## src/design/assert_macros.svh

```systemverilog
// Assertion macros shared by the coder modules.
`ifndef ASSERT_MACROS_SVH
`define ASSERT_MACROS_SVH

// Checks a property on every rising edge of aclk while reset is released.
`define SNDX_ASSERT(lbl, prop, msg) \
    lbl: assert property (@(posedge aclk) disable iff (!aresetn) (prop)) else $error(msg);

// Checks that a trigger is followed in the next cycle by a condition.
`define SNDX_ASSERT_NEXT(lbl, trig, cond, msg) \
    lbl: assert property (@(posedge aclk) disable iff (!aresetn) (trig) |=> (cond)) \
        else $error(msg);

`endif

```

## src/design/sndx_pkg.sv

```systemverilog
// Shared constants, types and the letter class table of the code stream unit.
package sndx_pkg;

    // Number of characters in one complete code.
    localparam int CODE_LENGTH = 4;
    // Width of a count that runs from zero up to CODE_LENGTH.
    localparam int CNT_W = $clog2(CODE_LENGTH + 1);

    // ASCII characters that the coder produces.
    localparam logic [7:0] CH_NONE = 8'h00;
    localparam logic [7:0] CH_0    = 8'h30;
    localparam logic [7:0] CH_1    = 8'h31;
    localparam logic [7:0] CH_2    = 8'h32;
    localparam logic [7:0] CH_3    = 8'h33;
    localparam logic [7:0] CH_4    = 8'h34;
    localparam logic [7:0] CH_5    = 8'h35;
    localparam logic [7:0] CH_6    = 8'h36;

    // One job handed from the front end to the emitter: the first character
    // to send, how many characters to send, and the code position to start at.
    typedef struct packed {
        logic [7:0]       ch;
        logic [CNT_W-1:0] remain;
        logic [CNT_W-1:0] base;
    } job_t;

    // Consonant class digit of a lower-case letter, or CH_NONE when the byte
    // belongs to no class.
    function automatic logic [7:0] class_digit(input logic [7:0] b);
        logic [7:0] d;
        case (b)
            "b", "f", "p", "v":                     d = CH_1;
            "c", "g", "j", "k", "q", "s", "x", "z": d = CH_2;
            "d", "t":                               d = CH_3;
            "l":                                    d = CH_4;
            "m", "n":                               d = CH_5;
            "r":                                    d = CH_6;
            default:                                d = CH_NONE;
        endcase
        return d;
    endfunction

endpackage

```

## src/design/sndx_front.sv

```systemverilog
// Input register, word state and per-item classification of the coder.
`include "assert_macros.svh"

module sndx_front (
    input  logic             aclk,
    input  logic             aresetn,
    input  logic             s_tvalid,
    output logic             s_tready,
    input  logic [7:0]       s_tdata,   // [7:0] in_byte
    input  logic             s_tlast,
    output logic             job_valid,
    input  logic             job_ready,
    output sndx_pkg::job_t   job
);
    import sndx_pkg::*;

    logic             in_valid_reg;
    logic [7:0]       in_byte_reg;
    logic             in_last_reg;
    logic [CNT_W-1:0] emit_cnt_reg;
    logic [CNT_W-1:0] emit_cnt_next;
    logic [1:0]       word_pos_reg;
    logic [1:0]       word_pos_next;
    logic [7:0]       prev_byte_reg;
    logic [7:0]       prev_byte_next;
    logic             consume;
    logic             first;
    logic             collapsed;
    logic [7:0]       digit;
    logic             char_valid;
    logic [CNT_W-1:0] cnt_after;

    assign consume  = in_valid_reg && job_ready;
    assign s_tready = !in_valid_reg || job_ready;

    // Input register: holds one item until the emitter takes its job.
    always_ff @(posedge aclk) begin
        if (!aresetn) begin
            in_valid_reg <= 1'b0;
        end else if (s_tvalid && s_tready) begin
            in_valid_reg <= 1'b1;
        end else if (consume) begin
            in_valid_reg <= 1'b0;
        end
    end

    always_ff @(posedge aclk) begin
        if (s_tvalid && s_tready) begin
            in_byte_reg <= s_tdata;
            in_last_reg <= s_tlast;
        end
    end

    // Classify the held byte against the word state.
    always_comb begin
        first      = (word_pos_reg == 2'd0);
        collapsed  = (word_pos_reg == 2'd2) && (in_byte_reg == prev_byte_reg);
        digit      = class_digit(in_byte_reg);
        if (first) begin
            char_valid = 1'b1;
        end else begin
            char_valid = (emit_cnt_reg < CNT_W'(CODE_LENGTH)) && !collapsed
                         && (digit != CH_NONE);
        end
        cnt_after  = emit_cnt_reg + {{(CNT_W-1){1'b0}}, char_valid};
        job.ch     = !char_valid ? CH_0 : (first ? in_byte_reg : digit);
        job.base   = emit_cnt_reg;
        // The last byte fills the code up to its full length with padding.
        if (in_last_reg) begin
            job.remain = CNT_W'(CODE_LENGTH) - emit_cnt_reg;
        end else begin
            job.remain = {{(CNT_W-1){1'b0}}, char_valid};
        end
    end

    assign job_valid = in_valid_reg;

    // Next word state; the last byte of a word clears it.
    always_comb begin
        if (in_last_reg) begin
            emit_cnt_next  = '0;
            word_pos_next  = 2'd0;
            prev_byte_next = 8'h00;
        end else begin
            emit_cnt_next  = cnt_after;
            word_pos_next  = (word_pos_reg == 2'd2) ? 2'd2 : word_pos_reg + 2'd1;
            prev_byte_next = in_byte_reg;
        end
    end

    always_ff @(posedge aclk) begin
        if (!aresetn) begin
            emit_cnt_reg  <= '0;
            word_pos_reg  <= 2'd0;
            prev_byte_reg <= 8'h00;
        end else if (consume) begin
            emit_cnt_reg  <= emit_cnt_next;
            word_pos_reg  <= word_pos_next;
            prev_byte_reg <= prev_byte_next;
        end
    end

    `SNDX_ASSERT(a_cnt_range, emit_cnt_reg <= CNT_W'(CODE_LENGTH),
        "code count beyond code length")
    `SNDX_ASSERT_NEXT(a_word_clear, consume && in_last_reg,
        (word_pos_reg == 2'd0) && (emit_cnt_reg == '0), "word state not cleared")
    `SNDX_ASSERT(a_job_fit, !in_valid_reg ||
        ({1'b0, job.base} + {1'b0, job.remain} <= (CNT_W+1)'(CODE_LENGTH)),
        "job overruns the code length")

endmodule

```

## src/design/sndx_emit.sv

```systemverilog
// Emitter: sends a job's characters one per cycle, while the result register has room, into it.
`include "assert_macros.svh"

module sndx_emit (
    input  logic             aclk,
    input  logic             aresetn,
    input  logic             job_valid,
    output logic             job_ready,
    input  sndx_pkg::job_t   job,
    output logic             m_tvalid,
    input  logic             m_tready,
    output logic [7:0]       m_tdata,   // [7:0] code_byte
    output logic             m_tlast
);
    import sndx_pkg::*;

    logic [7:0]       ch_reg;
    logic [CNT_W-1:0] rem_reg;
    logic [CNT_W-1:0] base_reg;
    logic             m_valid_reg;
    logic [7:0]       m_data_reg;
    logic             m_last_reg;
    logic             out_load;
    logic             emit;
    logic             job_load;

    assign out_load  = !m_valid_reg || m_tready;
    assign emit      = (rem_reg != '0) && out_load;
    assign job_ready = (rem_reg == '0) ||
                       ((rem_reg == CNT_W'(1)) && out_load);
    assign job_load  = job_valid && job_ready;

    // Job registers: after the first character only padding follows.
    always_ff @(posedge aclk) begin
        if (!aresetn) begin
            rem_reg <= '0;
        end else if (job_load) begin
            rem_reg <= job.remain;
        end else if (emit) begin
            rem_reg <= rem_reg - CNT_W'(1);
        end
    end

    always_ff @(posedge aclk) begin
        if (job_load) begin
            ch_reg   <= job.ch;
            base_reg <= job.base;
        end else if (emit) begin
            ch_reg   <= CH_0;
            base_reg <= base_reg + CNT_W'(1);
        end
    end

    // Result register.
    always_ff @(posedge aclk) begin
        if (!aresetn) begin
            m_valid_reg <= 1'b0;
        end else if (emit) begin
            m_valid_reg <= 1'b1;
        end else if (m_tready) begin
            m_valid_reg <= 1'b0;
        end
    end

    always_ff @(posedge aclk) begin
        if (emit) begin
            m_data_reg <= ch_reg;
            m_last_reg <= (base_reg == CNT_W'(CODE_LENGTH - 1));
        end
    end

    assign m_tvalid = m_valid_reg;
    assign m_tdata  = m_data_reg;
    assign m_tlast  = m_last_reg;

    `SNDX_ASSERT(a_rem_range, rem_reg <= CNT_W'(CODE_LENGTH),
        "pending character count beyond code length")
    `SNDX_ASSERT(a_pos_fit, (rem_reg == '0) ||
        ({1'b0, base_reg} + {1'b0, rem_reg} <= (CNT_W+1)'(CODE_LENGTH)),
        "emitter position overruns the code length")
    `SNDX_ASSERT_NEXT(a_emit_shows, emit, m_valid_reg,
        "emitted character missing from result register")

endmodule

```

## src/design/soundex_code_stream_unit.sv

```systemverilog
// Top level of the Soundex-style code stream unit.
//
// The input channel (s_) takes one lower-case character per item, with
// s_tlast high on the final character of a word. The result channel (m_)
// gives the code as ASCII characters: the word's first byte unchanged, then
// class digits '1' to '6', padded with '0' at the word's end to four
// characters; m_tlast marks the fourth character.
// An accepted item passes an input register, the word logic, a job register
// and the result register. Items that give zero or one character flow at
// one item per cycle while the receiver keeps m_tready high. The last item
// of a word gives up to four characters, and the emitter sends them one per
// cycle while the result register has room, so it holds the next item back
// until it is sending the last of them.
// Reset (aresetn low at a clock edge) clears the word state and empties all
// stages. When the receiver holds m_tready low, the result holds, the stages
// behind it fill, and s_tready falls once no stage has room.
module soundex_code_stream_unit (
    input  logic       aclk,
    input  logic       aresetn,
    input  logic       s_tvalid,
    output logic       s_tready,
    input  logic [7:0] s_tdata,   // [7:0] in_byte
    input  logic       s_tlast,
    output logic       m_tvalid,
    input  logic       m_tready,
    output logic [7:0] m_tdata,   // [7:0] code_byte
    output logic       m_tlast
);
    import sndx_pkg::*;

    logic job_valid;
    logic job_ready;
    job_t job;

    // Input register and word state.
    sndx_front u_front (
        .aclk      (aclk),
        .aresetn   (aresetn),
        .s_tvalid  (s_tvalid),
        .s_tready  (s_tready),
        .s_tdata   (s_tdata),
        .s_tlast   (s_tlast),
        .job_valid (job_valid),
        .job_ready (job_ready),
        .job       (job)
    );

    // Character sequencing and result register.
    sndx_emit u_emit (
        .aclk      (aclk),
        .aresetn   (aresetn),
        .job_valid (job_valid),
        .job_ready (job_ready),
        .job       (job),
        .m_tvalid  (m_tvalid),
        .m_tready  (m_tready),
        .m_tdata   (m_tdata),
        .m_tlast   (m_tlast)
    );

endmodule

```

## config.mk

```make
export PLATFORM = sky130hd
export DESIGN_NAME = soundex_code_stream_unit
export DESIGN_NICKNAME = d
export VERILOG_FILES = /design/src/design/sndx_pkg.sv /design/src/design/sndx_front.sv /design/src/design/sndx_emit.sv /design/src/design/soundex_code_stream_unit.sv
export VERILOG_INCLUDE_DIRS = /design/src /design/src/design
export SDC_FILE = /design/constraint.sdc
export NUM_CORES = 1
export LEC_CHECK = 0
export ABC_CLOCK_PERIOD_IN_PS = 2100
export BUFFER_PORTS_ARGS = -buffer_cell sky130_fd_sc_hd__buf_2
export CORE_ASPECT_RATIO = 0.6
export CORE_MARGIN = 1.5
export CORE_UTILIZATION = 52
export CTS_CLUSTER_SIZE = 10
export DETAILED_ROUTE_END_ITERATION = 10
export PLACE_DENSITY = 0.76
export SETUP_SLACK_MARGIN = 0.05
export SYNTH_ARGS = -nofsm -noshare
export SYNTH_HDL_FRONTEND = slang
export SYNTH_HIERARCHICAL = 1
export SYNTH_SLANG_ARGS = --single-unit
```

## constraint.sdc

```tcl
create_clock -name aclk -period 2.1 [get_ports aclk]
set_input_delay 0.105 -clock aclk [delete_from_list [all_inputs] [get_ports aclk]]
set_output_delay 0.105 -clock aclk [all_outputs]
set_load 0.03 [all_outputs]
```

==> results of run 1 <==
## critical path, cell delays in order, from the launching register on
cell and delay, ps:
edfxtp_1 540, o21ai_0 280, o21ai_0 140, a221o_1 350, a31oi_4 160, or2_4 140
ha_4 130, ha_4 120, nand2_2 40, xor2_1 140, nor2_1 80
## worst max path at each step
stage                                  startpoint                 endpoint  slack [ps]  cells after the start
after CTS                 u_front/emit_cnt_reg[1]  u_front/emit_cnt_reg[2]           2                     13
after global placement     u_front/in_byte_reg[3]  u_front/emit_cnt_reg[2]          50                     10
after floorplan            u_front/in_byte_reg[4]  u_front/emit_cnt_reg[2]           5                     11
after global routing       u_front/in_byte_reg[3]  u_front/emit_cnt_reg[2]        -190                     10
after detailed placement  u_front/emit_cnt_reg[1]  u_front/emit_cnt_reg[2]          10                     13
final                      u_front/in_byte_reg[3]  u_front/emit_cnt_reg[2]         -70                     10
## power by group
group | leakage [uW] | internal, uW | switching, uW
registers | 0.000429 | 1370 | 134
clock network | 0.0000422 | 234 | 274
logic | 0.000680 | 653 | 925
total | 0.00115 | 2250 | 1330
## repair_timing
| item | 4_1_cts | 5_1_grt |
|---|---|---|
| hold buffers | 9 | 0 |
| pin swaps | 3 | 0 |
| resized for setup | 5 | 12 |
| setup buffers | 0 | 4 |
| hold endpoints to repair | 9 | 0 |
| endpoints found under the setup margin | 3 | 37 |
## per-stage QoR
step | hold slack, ps | instance area [um^2] | std cells | setup TNS (ps) | util [%]
2_1_floorplan | 203.9 | 2401 | 215 | 0 | -
4_1_cts | 57.26 | 2861 | 322 | 0 | 67.94
6_report | 74.49 | 2934 | 326 | -175.4 | 69.67
5_1_grt | 76.68 | 2934 | 326 | -740.8 | 69.67
3_3_place_gp | 281.0 | 2669 | 305 | 0 | 63.37
3_5_place_dp | 283.1 | 2669 | 305 | 0 | 63.37
## routing by layer
metal / track usage (%) / wire length [um]
met1: 27.92 / 2242
met2: 35.09 / 2081
met3: 4.896 / 171
met4: 5.385 / 51
met5: 0 / 0
## cells in the final DEF (no fill, tap or decap), types with 3 or more instances in the layout
| cell type | instances |
|---|---|
| nor2_1 | 3 |
| a21oi_1 | 20 |
| ha_1 | 8 |
| inv_1 | 10 |
| nand2b_1 | 5 |
| o21ai_0 | 5 |
| xnor2_1 | 6 |
| dfxtp_1 | 15 |
| nand2_1 | 30 |
| ha_4 | 4 |
| and3_2 | 6 |
| nand3_1 | 4 |
| buf_2 | 22 |
| buf_4 | 18 |
| xor2_1 | 4 |
| and2_1 | 6 |
| nor3_1 | 3 |
| dlygate4sd3_1 | 9 |
| edfxtp_1 | 29 |
| clkbuf_8 | 5 |
## cells by family after synthesis
group	synth area share (%)
adder cells (fa/ha/maj)	6.431
buffers and inverters	4.716
AND/OR/NAND/NOR	18.44
AO/OA/AOI/OAI	12.92
multiplexers	0.6429
XOR/XNOR	4.126
flip-flops	52.73
## layout make-up
cell class | instances | area share [%]
Clock buffer | 7 | 2.601
Timing Repair Buffer | 52 | 12.88
Inverter | 14 | 2.047
Tap cell | 60 | 2.559
Multi-Input combinational cell | 145 | 37.48
Clock inverter | 1 | 0.1706
Sequential cell | 47 | 42.26
==> run_results.csv, run 1 <==
group,metric,value,unit
yosys,ys_types,52,
timing,period_needed,2167,ps
critical_path,critPathCaptureType,"flop",
floorplan,ios,24,
grt,antenna_found_initial,0,
yosys,synth_top_area_share,37.30,%
grt,track_usage,20.91,%
grt,grt_max_degree,14,
finish,syn_to_final_growth,25.67,%
yosys,synth_edf_count,29,
detailed_routing,drc,0,
timing,rsz0062_at_grt,"true",
timing,hold_viol,0,
run_status,status,"complete, but fails checks",
finish,sequential_cell_area,0.001240,mm^2
floorplan,coreArea,0.004212,mm^2
power_and_ir_drop,power.total,3587,uW
floorplan,die-area,0.004914,mm^2
yosys,async_flop_share,0,%
critical_path,worst_ep_arrival_time,2400,ps
detailed_routing,wl,4547,um
critical_path,path_max_fanout,8,
clock_tree,cts_root_buffer,"clkbuf_8",
clock_tree,cts_tree,"done",
grt,grt_pass1_vias,1587,
timing,setup_viol,5,
place,place_ws,11.33,ps
yosys,synthTopCellsByArea,"edfxtp_1, dfxtp_1, ha_1",
floorplan,initial_core_util,55.44,%
grt,gr-total-overflow,0,
min_path,holdPathStages,3,
detailed_routing,vias,1679,
yosys,syn_area,0.002335,mm^2
detailed_routing,detail-route-antenna-nets,0,
timing,skew,7.870,ps
detailed_routing,firstDrtPassIters,4,
clock_tree,clkTransAtPathRegs,80,ps
yosys,yosysSeqAreaShare,52.73,%
critical_path,worstSetupPathType,"reg -> reg",
place,io_buffer_count,23,
yosys,ys_ff_latch,47,
yosys,syn_nets,240,
clock_tree,numClockSinks,47,
timing,finalMaxSlewViolations,0,
critical_path,timing.rr.start,"u_front/in_byte_reg[3]",
clock_tree,clk_latency,290,ps
yosys,syn_area_per_cell,10.86,um^2
run_status,violations,"setup timing",
yosys,synth.top_cells.by_count,"nand2_1, edfxtp_1, a21oi_1",
grt,grt_pass1_wl,7396,um
detailed_routing,drtIter0Drc,109,
critical_path,start_kind,"flop",
floorplan,rows,18,
critical_path,reg2reg_slack,-70,ps
detailed_routing,via_per_inst,5.150,
timing,fmax,0.4614,GHz
floorplan,die_h,54.91,um
critical_path,regToRegEndpoint,"u_front/emit_cnt_reg[2]",
power_and_ir_drop,ir_drop,0.0006024,V
min_path,hold_end,"u_front/job_valid",
job,cap_viol_max_count,0,
place,gp_congestion,0.8392,
critical_path,required,2330,ps
yosys,ys.warnings.count,6,
finish,nNetsFinal,290,
critical_path,reg2regPathDepth,10,
power_and_ir_drop,cellLeakagePower,0.001151,uW
finish,multi_input_area,0.001100,mm^2
finish,fillers,322,
timing,max_slew_margin,66.17,%
min_path,min_from,"s_tvalid",
min_path,hp-class,"in -> reg",
yosys,syn_inst,215,
timing,tightest_slew,506.7,ps
yosys,synth_top_area_cell,"edfxtp_1",
timing,fin_ws,-67.27,ps
timing,fin_crit_sh,103.2,%
power_and_ir_drop,power_density,1222,mW/mm^2
floorplan,dieWidth,89.51,um
detailed_routing,routedWlPerCell,13.95,um
clock_tree,cts_buffers,5,
place,dp_hpwl,3234,um
clock_tree,h-tree-depth,2,
clock_tree,cts_buffer_depth,2,
finish,drive_above_1_share,33.83,%
finish,diodes,0,
yosys,synth_ff_type,"edfxtp_1",
yosys,yosysMostFrequentCell,"nand2_1",
Note: power is estimated with default switching activity, not from simulation.
==> run 2, diff against run 1 <==
--- a/config.mk
+++ b/config.mk
@@ -8,12 +8,12 @@
 export LEC_CHECK = 0
 export ABC_CLOCK_PERIOD_IN_PS = 2100
 export BUFFER_PORTS_ARGS = -buffer_cell sky130_fd_sc_hd__buf_2
-export CORE_ASPECT_RATIO = 0.6
 export CORE_MARGIN = 1.5
-export CORE_UTILIZATION = 52
+export CORE_UTILIZATION = 45
 export CTS_CLUSTER_SIZE = 10
 export DETAILED_ROUTE_END_ITERATION = 10
-export PLACE_DENSITY = 0.76
+export GPL_TIMING_DRIVEN = 0
+export PLACE_DENSITY = 0.67
 export SETUP_SLACK_MARGIN = 0.05
 export SYNTH_ARGS = -nofsm -noshare
 export SYNTH_HDL_FRONTEND = slang
==> run 2 against run 1 <==
Net effect:
- the flow still finishes with violations (setup timing)
- fmax increased by 1.3%
- core utilization shrank 11 points
- design area barely moved
- clock skew increased by 3.3 ps
- register-to-register slack better by 30 ps
- combinational power shrank 9%
- critical path depth is 3 higher
- worst setup slack better by 28 ps
- die area is 15% higher
- total power fell by 4.2%
- largest cell class unchanged
==> run_results.csv, run 2 (synthesis results as in run 1) <==
group,metric,value,unit
run_status,status,"complete, but fails checks",
run_status,violations,"setup timing",
job,cap_viol_max_count,0,
timing,skew,11.19,ps
clock_tree,clkTransAtPathRegs,80,ps
clock_tree,cts_tree,"done",
critical_path,start_kind,"flop",
timing,period_needed,2139,ps
place,dp_hpwl,2743,um
clock_tree,cts_buffer_depth,2,
floorplan,rows,26,
clock_tree,cts_root_buffer,"clkbuf_8",
detailed_routing,wl,4024,um
grt,grt_pass1_vias,1486,
detailed_routing,firstDrtPassIters,4,
detailed_routing,drtIter0Drc,65,
timing,timing.hold.ws,53.94,ps
timing,setup_viol,2,
timing,fmax,0.4674,GHz
clock_tree,cts_buffers,5,
detailed_routing,routedWlPerCell,12.08,um
finish,final_common_cell,"nand2_1",
grt,grt_max_degree,14,
critical_path,worst_path_most_repeated_cell,"ha_4",
floorplan,dieWidth,75.03,um
clock_tree,h-tree-depth,2,
detailed_routing,detail-route-antenna-nets,0,
timing,rsz0062_at_grt,"true",
critical_path,crit_chain,"inv_4 -> ha_4 -> ha_4 -> a31oi_4 -> nand3_2 -> a221o_1 -> a31oi_4 -> or2_4 -> ha_4 -> ha_4 -> nand2_2 -> xor2_1 -> nor2_1",
grt,gr-total-overflow,0,
place,io_buffer_count,23,
timing,finalSetupTns,-69.31,ps
min_path,hp-class,"in -> reg",
detailed_routing,drc,0,
critical_path,path_max_fanout,2,
power_and_ir_drop,ir_drop,0.0004825,V
grt,track_usage,16.23,%
power_and_ir_drop,cellLeakagePower,0.001137,uW
timing,fin_ws,-39.46,ps
grt,grt_pass1_wl,6693,um
timing,max_slew_margin,65.04,%
finish,syn_to_final_growth,25.78,%
timing,finalMaxSlewViolations,0,
grt,antenna_found_initial,0,
clock_tree,numClockSinks,47,
detailed_routing,via_per_inst,4.772,
timing,tightest_slew,524.4,ps
finish,diodes,0,
critical_path,critPathCaptureType,"flop",
critical_path,worst_ep_arrival_time,2340,ps
place,gp_congestion,0.8216,
critical_path,required,2300,ps
floorplan,die_h,75.03,um
timing,fin_crit_sh,101.9,%
floorplan,initial_core_util,46.30,%
detailed_routing,vias,1589,
finish,final_cell_mix,"nand2_1, edfxtp_1, buf_2, a21oi_1, dfxtp_1",
timing,hold_viol,0,
finish,nNetsFinal,287,
power_and_ir_drop,power_density,1170,mW/mm^2
finish,drive_above_1_share,33.46,%
clock_tree,clk_latency,300,ps
floorplan,die-area,0.005630,mm^2
critical_path,worstSetupPathType,"reg -> reg",
floorplan,coreArea,0.005042,mm^2
floorplan,ios,24,
finish,postLayoutCoreUtil,58.24,%
critical_path,crit_slowest_cell,"dfxtp_4",
critical_path,cp_slowest_stage_delay,370,ps
run 2: changes by cell type in the layout (fill, tap and decap cells not counted), sizes merged:
cell	previous run	this run
buf	43	37
inv	13	14
clkbuf	7	10
clkinv	2	1
run 2: final cells by class:
class / count / area, um^2
fill: 443 / 2106
multi-input combinational: 145 / 1131
timing repair buffer: 41 / 276.5
clock buffer: 7 / 76.32
inverter: 14 / 57.56
tap: 70 / 87.58
buffer: 8 / 62.56
clock inverter: 1 / 5.005
sequential: 47 / 1240
run 2: timing repair:
item                                   in CTS  in global routing
hold buffers                                9                  0
endpoints found under the hold margin       9                  0
gates resized for setup                     8                 17
setup endpoints to repair                  23                 26
pin swaps                                   5                  6
setup buffers                               8                  1
run 2: metrics by stage:
stage	cell area [um^2]	setup WS [ps]	instances	power [uW]
after global placement	2604	-192.8	308	2805
after floorplan	2401	5.392	215	2549
after detailed placement	2604	-199.3	308	2830
after global routing	2937	-136.0	333	3714
final	2937	-39.46	333	3437
after CTS	2867	-94.10	333	3435
run 2: path summary, 6_finish.rpt:
| path | slack, ps | start | to | cells after the start |
|---|---|---|---|---|
| setup / recovery | -40 | u_front/emit_cnt_reg[0] | u_front/emit_cnt_reg[2] | 13 |
| hold reg to reg | 420 | u_emit/ch_reg[2] | u_emit/m_tdata[2] | 0 |
| hold / removal | 50 | s_tvalid | u_front/job_valid | 3 |
| setup reg to reg | -40 | u_front/emit_cnt_reg[0] | u_front/emit_cnt_reg[2] | 13 |
run 2: power by group:
| part | total (uW) | switching (uW) | internal [uW] |
|---|---|---|---|
| logic | 1440 | 870 | 574 |
| clock network | 504 | 271 | 234 |
| registers | 1490 | 120 | 1370 |
| total | 3440 | 1260 | 2180 |
run 2: worst max-delay path, delay by kind of cell, from the launching register on:
family | cells | cell delay, ps
compound gates | 3 | 610
xor+xnor | 1 | 130
fa+ha+maj | 4 | 560
buf+inv | 1 | 40
flops | 1 | 370
simple gates | 4 | 340
run 2: per-layer routing:
layer | part of all wire, % | global-route usage [%]
met1 | 47 | 19.78
met2 | 48 | 27.83
met3 | 3.2 | 4.016
met4 | 1.6 | 6.061
met5 | 0 | 0
==> run 3, diff against run 2 <==
--- a/config.mk
+++ b/config.mk
@@ -14,6 +14,7 @@
 export DETAILED_ROUTE_END_ITERATION = 10
 export GPL_TIMING_DRIVEN = 0
 export PLACE_DENSITY = 0.67
+export RECOVER_POWER = 25
 export SETUP_SLACK_MARGIN = 0.05
 export SYNTH_ARGS = -nofsm -noshare
 export SYNTH_HDL_FRONTEND = slang
==> run 3 against run 2 <==
Net effect:
- the run still ends with setup timing left
- fmax barely moved
- sequential power is essentially flat
- die area stayed put
- first-iteration DRC count unchanged
- sequential share of layout area increased by 0.054 points
- core utilization decreased by 0.074 points
- design area shrank 0.13%
- non-clock buffer count unchanged
- combinational power hardly changed
- largest power group unchanged
==> run_results.csv, run 3 (synthesis results as in run 1) <==
group,metric,value,unit
run_status,status,"complete, but fails checks",
run_status,violations,"setup timing",
timing,fin_crit_sh,101.9,%
detailed_routing,drc,0,
floorplan,die-area,0.005630,mm^2
grt,track_usage,16.23,%
floorplan,dieWidth,75.03,um
finish,fillers,446,
power_and_ir_drop,p_int,2168,uW
timing,rsz0062_at_grt,"true",
critical_path,cp.buffers_inverters,1,
critical_path,worst_ep_arrival_time,2340,ps
grt,gr-total-overflow,0,
timing,finalMaxSlewViolations,0,
clock_tree,cts_root_buffer,"clkbuf_8",
critical_path,critPathCaptureType,"flop",
detailed_routing,firstDrtPassIters,4,
place,gp_congestion,0.8216,
critical_path,path_max_fanout,2,
power_and_ir_drop,power.total,3431,uW
timing,fin_ws,-39.45,ps
power_and_ir_drop,clkPwrFrac,14.7,%
detailed_routing,wl,4035,um
power_and_ir_drop,power_density,1170,mW/mm^2
critical_path,crit_slowest_cell,"dfxtp_4",
clock_tree,cts_buffer_depth,2,
finish,final_cell_mix,"nand2_1, edfxtp_1, buf_2, a21oi_1, dfxtp_1",
detailed_routing,via_per_inst,4.778,
critical_path,cp_slowest_stage_delay,370,ps
critical_path,crit_chain,"inv_4 -> ha_4 -> ha_4 -> a31oi_4 -> nand3_2 -> a221o_1 -> a31oi_4 -> or2_4 -> ha_4 -> ha_4 -> nand2_2 -> xor2_1 -> nor2_1",
power_and_ir_drop,cellLeakagePower,0.001128,uW
floorplan,coreArea,0.005042,mm^2
timing,skew,11.19,ps
clock_tree,clkTransAtPathRegs,80,ps
floorplan,initial_core_util,46.30,%
detailed_routing,drtIter0Drc,65,
clock_tree,numClockSinks,47,
power_and_ir_drop,seqPwrFrac,43.4,%
detailed_routing,routedWlPerCell,12.12,um
critical_path,start_kind,"flop",
power_and_ir_drop,p_sw,1263,uW
finish,syn_to_final_growth,25.62,%
finish,nNetsFinal,287,
grt,antenna_found_initial,0,
place,dp_hpwl,2743,um
timing,fmax,0.4674,GHz
timing,max_slew_margin,64.47,%
clock_tree,clk_latency,300,ps
detailed_routing,vias,1591,
critical_path,worst_path_most_repeated_cell,"ha_4",
min_path,hp-class,"in -> reg",
power_and_ir_drop,sw_frac_of_total,36.82,%
power_and_ir_drop,ir_drop,0.0004801,V
critical_path,crit_family,"compound AO/OA/AOI/OAI gates",
clock_tree,cts_buffers,5,
floorplan,die_h,75.03,um
job,cap_viol_max_count,0,
clock_tree,h-tree-depth,2,
floorplan,ios,24,
timing,setup_viol,2,
timing,period_needed,2139,ps
grt,grt_pass1_wl,6693,um
critical_path,required,2300,ps
critical_path,worstSetupPathType,"reg -> reg",
clock_tree,cts_tree,"done",
finish,drive_above_1_share,32.32,%
power_and_ir_drop,pwr-share-comb,41.9,%
grt,grt_max_degree,14,
finish,final_common_cell,"nand2_1",
grt,grt_pass1_vias,1486,
finish,diodes,0,
floorplan,rows,26,
timing,tightest_slew,532.8,ps
place,io_buffer_count,23,
timing,hold_viol,0,
detailed_routing,detail-route-antenna-nets,0,
finish,postLayoutCoreUtil,58.16,%
==> run 3: changes by cell type in the layout (fill, tap and decap cells not counted), sizes merged <==
| cell | previous run | this run |
|---|---|---|
| buf | 37 | 34 |
| clkbuf | 10 | 13 |
==> run 3: metrics by stage <==
step	worst slack [ps]	hold WS (ps)	instance area [um^2]	cells	TNS (ps)
floorplan	5.392	203.9	2401	215	0
global placement	-192.8	281.3	2604	308	-1728
detailed placement	-199.3	283.3	2604	308	-2305
CTS	-94.10	39.48	2867	333	-203.6
global route	-136.0	68.47	2933	333	-585.8
finish	-39.45	53.92	2933	333	-69.32
==> run 3: final timing paths <==
kind	from	endpoint	slack (ps)	cells after the start
worst max-delay path	u_front/emit_cnt_reg[0]	u_front/emit_cnt_reg[2]	-40	13
worst min-delay path	s_tvalid	u_front/job_valid	50	3
worst max register to register	u_front/emit_cnt_reg[0]	u_front/emit_cnt_reg[2]	-40	13
worst min register to register	u_emit/ch_reg[2]	u_emit/m_tdata[2]	420	0
==> run 3: worst register-to-register path, cell delays in order, from the launching register on <==
cell and delay, ps:
dfxtp_4 370, inv_4 40, ha_4 150, ha_4 160
a31oi_4 130, nand3_2 90, a221o_1 310, a31oi_4 170
or2_4 160, ha_4 130, ha_4 120, nand2_2 40
xor2_1 130, nor2_1 50
==> run 3: area by class of cell <==
class / count / area (um^2) / share of cell area, %
Inverter: 14 / 57.56 / 1.962
Tap cell: 70 / 87.58 / 2.986
Multi-Input combinational cell: 145 / 1131 / 38.57
Clock buffer: 7 / 76.32 / 2.602
Sequential cell: 47 / 1240 / 42.28
Clock inverter: 1 / 5.005 / 0.1706
Timing Repair Buffer: 41 / 272.8 / 9.300
Buffer: 8 / 62.56 / 2.133
==> run 3: repair_timing <==
action | CTS | global route
pin swaps | 5 | 6
buffers inserted | 8 | 1
endpoints found under the hold margin | 9 | 0
gates resized for setup | 8 | 17
setup endpoints to repair | 23 | 26
hold buffers | 9 | 0
==> run 3: routing by layer <==
metal | vias to the layer above | GRT usage [%] | routed length, um
met3 | 7 | 4.016 | 133
met2 | 33 | 27.83 | 1955
met5 | - | 0 | 0
li1 | 847 | - | -
met1 | 704 | 19.78 | 1881
met4 | 0 | 6.061 | 64
==> run 3: power groups by stage <==
stage / clock network [uW] / logic, uW / registers (uW)
2_1_floorplan: 0 / 870 / 1680
3_3_place_gp: 0 / 1290 / 1510
3_5_place_dp: 0 / 1310 / 1520
4_1_cts: 533 / 1410 / 1490
5_1_grt: 564 / 1610 / 1530
6_report: 504 / 1440 / 1490
